**config.mk**
```make
export PLATFORM = sky130hd
export DESIGN_NAME = delta_list_timer_queue
export DESIGN_NICKNAME = d
export VERILOG_FILES = /design/src/sv/dltq_pkg.sv /design/src/sv/delta_list_timer_queue.sv
export SDC_FILE = /design/constraint.sdc
export NUM_CORES = 2
export LEC_CHECK = 0
export BUFFER_PORTS_ARGS = -buffer_cell sky130_fd_sc_hd__buf_2
export CAP_MARGIN = 20
export CORE_ASPECT_RATIO = 0.7
export CORE_MARGIN = 2
export CORE_UTILIZATION = 40
export DETAILED_ROUTE_END_ITERATION = 8
export HOLD_SLACK_MARGIN = 0.12
export SKIP_LAST_GASP = 1
export SLEW_MARGIN = 20
export SYNTH_ARGS = -nofsm -noshare
export SYNTH_HDL_FRONTEND = slang
export SYNTH_SLANG_ARGS = --single-unit
```
**constraint.sdc**
```tcl
create_clock -name clk_i -period 11.7 [get_ports clk_i]
set_clock_uncertainty 0.05 [all_clocks]
set_input_delay 1.17 -clock clk_i [delete_from_list [all_inputs] [get_ports clk_i]]
set_output_delay 1.17 -clock clk_i [all_outputs]
set_load 0.02 [all_outputs]
```
**src/sv/dltq_pkg.sv**
```systemverilog
`timescale 1ns / 1ps

package dltq_pkg;

  // Number of timer slots and the widths that follow from it.
  localparam int unsigned SLOTS   = 32;
  localparam int unsigned ID_W    = 5;          // slot index width
  localparam int unsigned PTR_W   = ID_W + 1;   // link width, top bit marks null
  localparam int unsigned DELTA_W = 32;

  typedef logic [PTR_W-1:0]   ptr_t;
  typedef logic [DELTA_W-1:0] delta_t;

  // Null link: SLOTS, i.e. only the top bit set.
  localparam ptr_t NULL_PTR = ptr_t'(SLOTS);

  typedef enum logic [1:0] {
    REQ_INSERT = 2'd0,
    REQ_REMOVE = 2'd1,
    REQ_QUERY  = 2'd2
  } req_e;

  typedef enum logic [1:0] {
    STAT_OK         = 2'd0,
    STAT_QUEUED     = 2'd1,
    STAT_NOT_QUEUED = 2'd2
  } status_e;

  // One slot record: successor link and delta to the slot ahead.
  typedef struct packed {
    ptr_t   next;
    delta_t delta;
  } entry_t;

endpackage

```
**src/sv/delta_list_timer_queue.sv**
```systemverilog
`timescale 1ns / 1ps

// Delta-list timer queue over 32 timer slots. Each request (insert, remove,
// query) is one slave-side stream transaction and yields exactly one
// master-side result transaction. The queued slots form one chain; each slot
// record holds only the ticks left after the slot ahead of it. Slot records
// live in a 32-entry single-port-read memory with a registered read, so the
// chain is walked one slot per cycle; a single 32-bit add/subtract unit does
// every delta update, compare and running sum. A query or a remove walks the
// chain up to the named slot; a remove also rewrites the successor record
// when the slot has a successor; an insert walks to its place and also cuts
// the delta of the slot behind the new one when it splits a slot. An insert
// into an empty chain skips the walk. After each result the sequencer returns
// to idle before the next accept. The
// block takes one request at a time: s_axis_tready is high only
// while the sequencer is idle. A finished result sits in an output register,
// so the walk of the next request is not held up by the master side until
// that next result is ready to be loaded. Equal deadlines keep FIFO order.
// Errors: inserting a queued slot gives status 1, removing or querying an
// unqueued slot gives status 2 with zero ticks; request kind 3 gives status 0
// and zero ticks and changes nothing.
module delta_list_timer_queue (
  input  logic        clk_i,
  input  logic        rst_ni,
  // Requests
  input  logic        s_axis_tvalid,
  output logic        s_axis_tready,
  input  logic [39:0] s_axis_tdata,   // [4:0] slot_id, [36:5] delay_ticks, [39:37] zero
  input  logic [1:0]  s_axis_tuser,   // [1:0] req_type
  // Results
  output logic        m_axis_tvalid,
  input  logic        m_axis_tready,
  output logic [31:0] m_axis_tdata,   // [31:0] remaining_ticks
  output logic [1:0]  m_axis_tuser    // [1:0] status
);

  localparam int unsigned ID_W    = dltq_pkg::ID_W;
  localparam int unsigned DELTA_W = dltq_pkg::DELTA_W;
  localparam int unsigned SLOTS   = dltq_pkg::SLOTS;

  typedef enum logic [2:0] {
    ST_IDLE,      // waiting for a request
    ST_WALK,      // rd_q holds the record of cur_q
    ST_SPLIT,     // insert: cut the delta of the slot behind the new one
    ST_NXT,       // remove: rd_q holds the successor record
    ST_LINK_ID,   // insert: write the new slot record
    ST_LINK_PREV, // patch predecessor link or head, update queued flag
    ST_RESP       // move result into the output register
  } state_e;

  state_e                state_q, state_d;
  dltq_pkg::req_e        req_q, req_d;
  logic [ID_W-1:0]       id_q, id_d;
  dltq_pkg::delta_t      delay_q, delay_d;       // insert: delay left; remove: removed delta
  dltq_pkg::ptr_t        cur_q, cur_d;
  dltq_pkg::ptr_t        prev_q, prev_d;
  dltq_pkg::delta_t      prev_delta_q, prev_delta_d;
  dltq_pkg::delta_t      sum_q, sum_d;           // query sum, then result ticks
  dltq_pkg::status_e     res_status_q, res_status_d;
  dltq_pkg::ptr_t        head_q, head_d;
  logic [SLOTS-1:0]      queued_q, queued_d;
  logic                  m_valid_q, m_valid_d;
  dltq_pkg::delta_t      m_rem_q, m_rem_d;
  dltq_pkg::status_e     m_status_q, m_status_d;

  // Slot record memory
  dltq_pkg::entry_t      mem_q [SLOTS];
  dltq_pkg::entry_t      rd_q;
  logic [ID_W-1:0]       rd_addr;
  logic                  wr_en;
  logic [ID_W-1:0]       wr_addr;
  dltq_pkg::entry_t      wr_data;

  // Shared add/subtract unit; carry out on subtract means a >= b
  dltq_pkg::delta_t      alu_a, alu_b;
  logic                  alu_sub;
  logic [DELTA_W:0]      alu_sum;
  dltq_pkg::delta_t      alu_res;
  logic                  alu_ge;

  logic                  s_fire;
  logic                  out_free;
  logic [ID_W-1:0]       s_id;
  dltq_pkg::ptr_t        link_tgt;

  assign s_axis_tready = (state_q == ST_IDLE);
  assign s_fire        = s_axis_tvalid && s_axis_tready;
  assign s_id          = s_axis_tdata[ID_W-1:0];
  assign out_free      = !m_valid_q || m_axis_tready;

  assign m_axis_tvalid = m_valid_q;
  assign m_axis_tdata  = m_rem_q;
  assign m_axis_tuser  = m_status_q;

  always_comb begin
    alu_a   = sum_q;
    alu_b   = rd_q.delta;
    alu_sub = 1'b0;
    unique case (state_q)
      ST_WALK: begin
        if (req_q == dltq_pkg::REQ_INSERT) begin
          alu_a   = delay_q;
          alu_sub = 1'b1;
        end
      end
      ST_SPLIT: begin
        alu_a   = rd_q.delta;
        alu_b   = delay_q;
        alu_sub = 1'b1;
      end
      ST_NXT: begin
        alu_a = rd_q.delta;
        alu_b = delay_q;
      end
      default: begin
      end
    endcase
  end

  assign alu_sum = {1'b0, alu_a} + {1'b0, alu_b ^ {DELTA_W{alu_sub}}}
                 + (DELTA_W+1)'(alu_sub);
  assign alu_res = alu_sum[DELTA_W-1:0];
  assign alu_ge  = alu_sum[DELTA_W];

  // Link written into the predecessor (or head) at the end of a request
  assign link_tgt = (req_q == dltq_pkg::REQ_INSERT) ? dltq_pkg::ptr_t'(id_q) : cur_q;

  // Read address follows the next cursor so rd_q always holds cur_q's record
  assign rd_addr = cur_d[ID_W-1:0];

  always_comb begin
    state_d      = state_q;
    req_d        = req_q;
    id_d         = id_q;
    delay_d      = delay_q;
    cur_d        = cur_q;
    prev_d       = prev_q;
    prev_delta_d = prev_delta_q;
    sum_d        = sum_q;
    res_status_d = res_status_q;
    head_d       = head_q;
    queued_d     = queued_q;
    m_valid_d    = m_valid_q;
    m_rem_d      = m_rem_q;
    m_status_d   = m_status_q;
    wr_en        = 1'b0;
    wr_addr      = cur_q[ID_W-1:0];
    wr_data      = rd_q;

    if (m_valid_q && m_axis_tready) begin
      m_valid_d = 1'b0;
    end

    unique case (state_q)
      ST_IDLE: begin
        if (s_fire) begin
          req_d        = dltq_pkg::req_e'(s_axis_tuser);
          id_d         = s_id;
          delay_d      = s_axis_tdata[ID_W +: DELTA_W];
          cur_d        = head_q;
          prev_d       = dltq_pkg::NULL_PTR;
          sum_d        = '0;
          res_status_d = dltq_pkg::STAT_OK;
          unique case (s_axis_tuser)
            dltq_pkg::REQ_INSERT: begin
              if (queued_q[s_id]) begin
                res_status_d = dltq_pkg::STAT_QUEUED;
                state_d      = ST_RESP;
              end else if (head_q == dltq_pkg::NULL_PTR) begin
                state_d = ST_LINK_ID;
              end else begin
                state_d = ST_WALK;
              end
            end
            dltq_pkg::REQ_REMOVE, dltq_pkg::REQ_QUERY: begin
              if (!queued_q[s_id]) begin
                res_status_d = dltq_pkg::STAT_NOT_QUEUED;
                state_d      = ST_RESP;
              end else begin
                state_d = ST_WALK;
              end
            end
            default: begin
              state_d = ST_RESP;
            end
          endcase
        end
      end

      ST_WALK: begin
        unique case (req_q)
          dltq_pkg::REQ_INSERT: begin
            if (alu_ge) begin
              // pass this slot: new deadline is not earlier
              delay_d      = alu_res;
              prev_d       = cur_q;
              prev_delta_d = rd_q.delta;
              cur_d        = rd_q.next;
              if (rd_q.next == dltq_pkg::NULL_PTR) begin
                state_d = ST_LINK_ID;
              end
            end else begin
              state_d = ST_SPLIT;
            end
          end
          dltq_pkg::REQ_REMOVE: begin
            if (cur_q[ID_W-1:0] == id_q) begin
              delay_d = rd_q.delta;
              cur_d   = rd_q.next;
              if (rd_q.next == dltq_pkg::NULL_PTR) begin
                state_d = ST_LINK_PREV;
              end else begin
                state_d = ST_NXT;
              end
            end else begin
              prev_d       = cur_q;
              prev_delta_d = rd_q.delta;
              cur_d        = rd_q.next;
            end
          end
          default: begin
            // query: running sum up to the named slot
            sum_d = alu_res;
            if (cur_q[ID_W-1:0] == id_q) begin
              state_d = ST_RESP;
            end else if (rd_q.next == dltq_pkg::NULL_PTR) begin
              sum_d   = '0;
              state_d = ST_RESP;
            end else begin
              cur_d = rd_q.next;
            end
          end
        endcase
      end

      ST_SPLIT: begin
        wr_en         = 1'b1;
        wr_data.next  = rd_q.next;
        wr_data.delta = alu_res;
        state_d       = ST_LINK_ID;
      end

      ST_NXT: begin
        // successor absorbs the removed delta
        wr_en         = 1'b1;
        wr_data.next  = rd_q.next;
        wr_data.delta = alu_res;
        state_d       = ST_LINK_PREV;
      end

      ST_LINK_ID: begin
        wr_en         = 1'b1;
        wr_addr       = id_q;
        wr_data.next  = cur_q;
        wr_data.delta = delay_q;
        state_d       = ST_LINK_PREV;
      end

      ST_LINK_PREV: begin
        if (prev_q == dltq_pkg::NULL_PTR) begin
          head_d = link_tgt;
        end else begin
          wr_en         = 1'b1;
          wr_addr       = prev_q[ID_W-1:0];
          wr_data.next  = link_tgt;
          wr_data.delta = prev_delta_q;
        end
        queued_d[id_q] = (req_q == dltq_pkg::REQ_INSERT);
        sum_d          = '0;
        state_d        = ST_RESP;
      end

      ST_RESP: begin
        if (out_free) begin
          m_valid_d  = 1'b1;
          m_rem_d    = sum_q;
          m_status_d = res_status_q;
          state_d    = ST_IDLE;
        end
      end

      default: begin
        state_d = ST_IDLE;
      end
    endcase
  end

  always_ff @(posedge clk_i or negedge rst_ni) begin
    if (!rst_ni) begin
      state_q      <= ST_IDLE;
      head_q       <= dltq_pkg::NULL_PTR;
      queued_q     <= '0;
      m_valid_q    <= 1'b0;
      req_q        <= dltq_pkg::REQ_INSERT;
      res_status_q <= dltq_pkg::STAT_OK;
      m_status_q   <= dltq_pkg::STAT_OK;
      cur_q        <= dltq_pkg::NULL_PTR;
      prev_q       <= dltq_pkg::NULL_PTR;
    end else begin
      state_q      <= state_d;
      head_q       <= head_d;
      queued_q     <= queued_d;
      m_valid_q    <= m_valid_d;
      req_q        <= req_d;
      res_status_q <= res_status_d;
      m_status_q   <= m_status_d;
      cur_q        <= cur_d;
      prev_q       <= prev_d;
    end
  end

  // Payload registers
  always_ff @(posedge clk_i) begin
    id_q         <= id_d;
    delay_q      <= delay_d;
    prev_delta_q <= prev_delta_d;
    sum_q        <= sum_d;
    m_rem_q      <= m_rem_d;
  end

  // Slot record memory: one write, one registered read per cycle
  always_ff @(posedge clk_i) begin
    if (wr_en) begin
      mem_q[wr_addr] <= wr_data;
    end
    rd_q <= mem_q[rd_addr];
  end

  // An empty chain means no slot is marked queued
  assert property (@(posedge clk_i) disable iff (!rst_ni)
    (head_q == dltq_pkg::NULL_PTR) |-> (queued_q == '0))
    else $error("chain empty while slots are marked queued");

  // A nonzero tick count only comes with a good status
  assert property (@(posedge clk_i) disable iff (!rst_ni)
    (m_axis_tvalid && (m_axis_tuser != dltq_pkg::STAT_OK)) |-> (m_axis_tdata == '0))
    else $error("error result carries nonzero ticks");

  // The walk only visits real slots
  assert property (@(posedge clk_i) disable iff (!rst_ni)
    (state_q == ST_WALK) |-> (cur_q != dltq_pkg::NULL_PTR))
    else $error("chain walk on a null link");

  // A request accepted now is not answered in the very next cycle
  assert property (@(posedge clk_i) disable iff (!rst_ni)
    s_fire |=> !s_axis_tready)
    else $error("sequencer back to idle without producing a result");

endmodule
```
==> metrics.txt <==
worst skew pair latency 0.76 ns; CP arrival 8.89 ns; maximum clock frequency 0.119 GHz; final wirelength 163 mm; clk sinks 1,447; Worst setup SP type register; Syn Std Cell Area 61,600 sq um; CTS tree yes; Core ar. 153,000 sq um; vias per inst 5.77; first-pass GRT wire length 234 mm; Synth cell types 81; EDFF count, synth 1,349; Synth Flop Type edfxtp_1; IO Count 82; WS Path Type reg2reg; Period minus WS final 8.38 ns; FP Rows 120; Clock Tree Root clkbuf_16; initial core utilization 40.3%; largest net degree at the start of global routing 102; fillers 13.2k; hold path depth 0; Max-Cap Viols 0; Yosys top cell area share 65.8%; Multi-input gate area 17,800 sq um; post-DR wirelength/cell 26.8 um; Post-synth ARST share 4.15%; Total GRT Usage 20.3%; DRT antenna net count 0; initial antenna violation count 0; Setup TNS Final 0 ns; clk slew on worst S/H paths 0.06 ns; Min-Delay Path Class reg2reg; status finished, final reports clean; Register-to-Register Path Depth 19; Required @ worst endpoint 12.21 ns; Reg area 42,800 sq um; crit end category register; Final Hold Viols 0; RSZ-0062 raised after global routing no; synth top area cells edfxtp_1 (66%), mux2i_1 (15%), dfrtp_1 (2.3%); Detailed Routing Iterations Pass 1 6; # hold bufs at CTS 0; Worst-Margin Slew 1.11 ns; area grow syn2layout 11.8%; Post-Syn Instances 3,895; DR vias 35.2k; Rel. slew slack 25.8%; CTS H-tree lvls 4; gpl congestion 0.937; Final HPWL DP 88.7 mm; Die Width 473 um; Die Y 332 um; Port Buffers 78; die area 157,000 sq um; crit-path max FO 83; layout cell share with drive strength beyond 1 13.0%; register area share after synthesis 69.4%; final setup vio count 0; drt drc 0; vias in the first global route 32.8k; Synth Net Count 3,975; synthesized area per cell 15.8 sq um; Antenna Cells 0; Synth warnings 0; total CTS buffers 133; Post-CTS Setup Bufs 0; DRT iter0 DRCs 4,097; Yosys reg bits 1,447; post-synth top area cell edfxtp_1; Post-layout nets 4,056; total congestion overflow 0; Max Buffers Root-to-Sink 3; fin crit share 71.6%; fin. max-slew vios 0; post_cts resized 0
## sequential cells by signal, indices dropped and copies added (netlist names)
register	count
cur_q	6
delay_q	32
head_q	6
id_q	5
m_axis_tdata	32
m_axis_tuser	2
m_axis_tvalid	1
mem_q	1216
prev_delta_q	32
prev_q	6
queued_q	32
rd_q	38
req_q	2
res_status_q	2
state_q	3
sum_q	32
## cells by family (layout without fill, tap and decap cells)
logic type | count (synthesis) | in the layout | synth area share [%]
flip-flops | 1447 | 1447 | 69.4
AO/OA/AOI/OAI | 603 | 603 | 6.27
multiplexers | 968 | 968 | 16.0
buffers and inverters | 273 | 460 | 2.57
adder cells (fa/ha/maj) | 34 | 34 | 0.703
AND/OR/NAND/NOR | 504 | 504 | 4.13
XOR/XNOR | 66 | 66 | 0.938
## metrics by stage
| stage | utilization [%] | cells | cell area [sq um] | hold slack, ns | setup WS (ns) |
|---|---|---|---|---|---|
| 4_1_cts | 45.0 | 6095 | 68800 | 0.401 | 3.66 |
| 5_1_grt | 45.0 | 6095 | 68900 | 0.417 | 3.17 |
| 3_5_place_dp | 42.1 | 5854 | 64400 | 0.387 | 3.70 |
| 3_3_place_gp | 42.1 | 5853 | 64400 | 0.387 | 3.69 |
| 6_report | 45.0 | 6095 | 68900 | 0.402 | 3.32 |
| 2_1_floorplan | - | 3895 | 61600 | 0.376 | 5.55 |
## final timing paths
kind | from | slack (ns) | endpoint
worst max-delay path | state_q[2] | 3.32 | rd_q[31]
min in group asynchronous | rst_ni | 0.54 | queued_q[4]
worst max register to register | state_q[2] | 3.32 | rd_q[31]
worst min-delay path | sum_q[15] | 0.40 | m_axis_tdata[15]
worst min register to register | sum_q[15] | 0.40 | m_axis_tdata[15]
max in group asynchronous | rst_ni | 10.48 | state_q[0]
## per-layer routing
metal  part of all wire (%)  global-route usage (%)  vias up
met1                     48                    32.3    18200
met2                     42                    28.6     1399
li1                       -                       -    15400
met3                    8.4                    3.67      187
met4                    1.6                    4.53        0
met5                      0                       0        -
## layout make-up
cell class / count / area share, %
clock buffers: 176 / 5.37
inverters: 35 / 0.191
repair buffers: 184 / 1.89
multi-input cells: 2175 / 25.8
well taps: 2013 / 3.66
clock inverters: 65 / 0.963
flip-flops and latches: 1447 / 62.1
## cells in the mapped netlist (all sizes together) (16+ instances only)
cell    number
inv         34
nor2b       19
dfxtp       38
a21o        26
o31ai       17
edfxtp    1349
o22ai      171
ha          33
a22oi       39
and3        17
mux2i      948
nor2       151
a31oi       20
buf        118
clkbuf     120
dfrtp       57
nand3       24
a222oi      16
nand2      194
xor2        46
a21oi       95
xnor2       20
o21ai      133
nor4        43
## placed cells by master (no fill, tap or decap), drive strengths merged, types with 20 or more instances in the layout
master and n:
nor2 151, xnor2 20, clkbuf 176, o22ai 171, a31oi 20, a21o 26, nand3 24, edfxtp 1349
buf 184, mux2i 948, a21oi 95, a22oi 39, o21ai 133, dfrtp 57, ha 33, nor4 43
dfxtp 38, nand2 194, xor2 46, inv 39, clkinv 43
## critical path, cell delays in order, from the launching register on
cell and delay [ns]:
dfrtp_1 0.49, nor2_1 0.87, nand2_1 0.11, buf_4 0.34, nor2_2 0.15, buf_4 0.44, a22oi_1 0.14, o21ai_0 0.20
ha_1 0.41, a21oi_1 0.12, o21ai_0 0.41, a22oi_1 0.26, a221oi_2 0.67, or3_1 0.32, mux2i_1 0.21, a2111o_2 0.89
buf_12 0.55, mux2i_1 0.34, o22ai_1 0.18, nor4_2 0.78
Power is left out: the tool's default activity adds up to more than one toggle a clock period on the data nets, which glitch-free logic cannot reach.
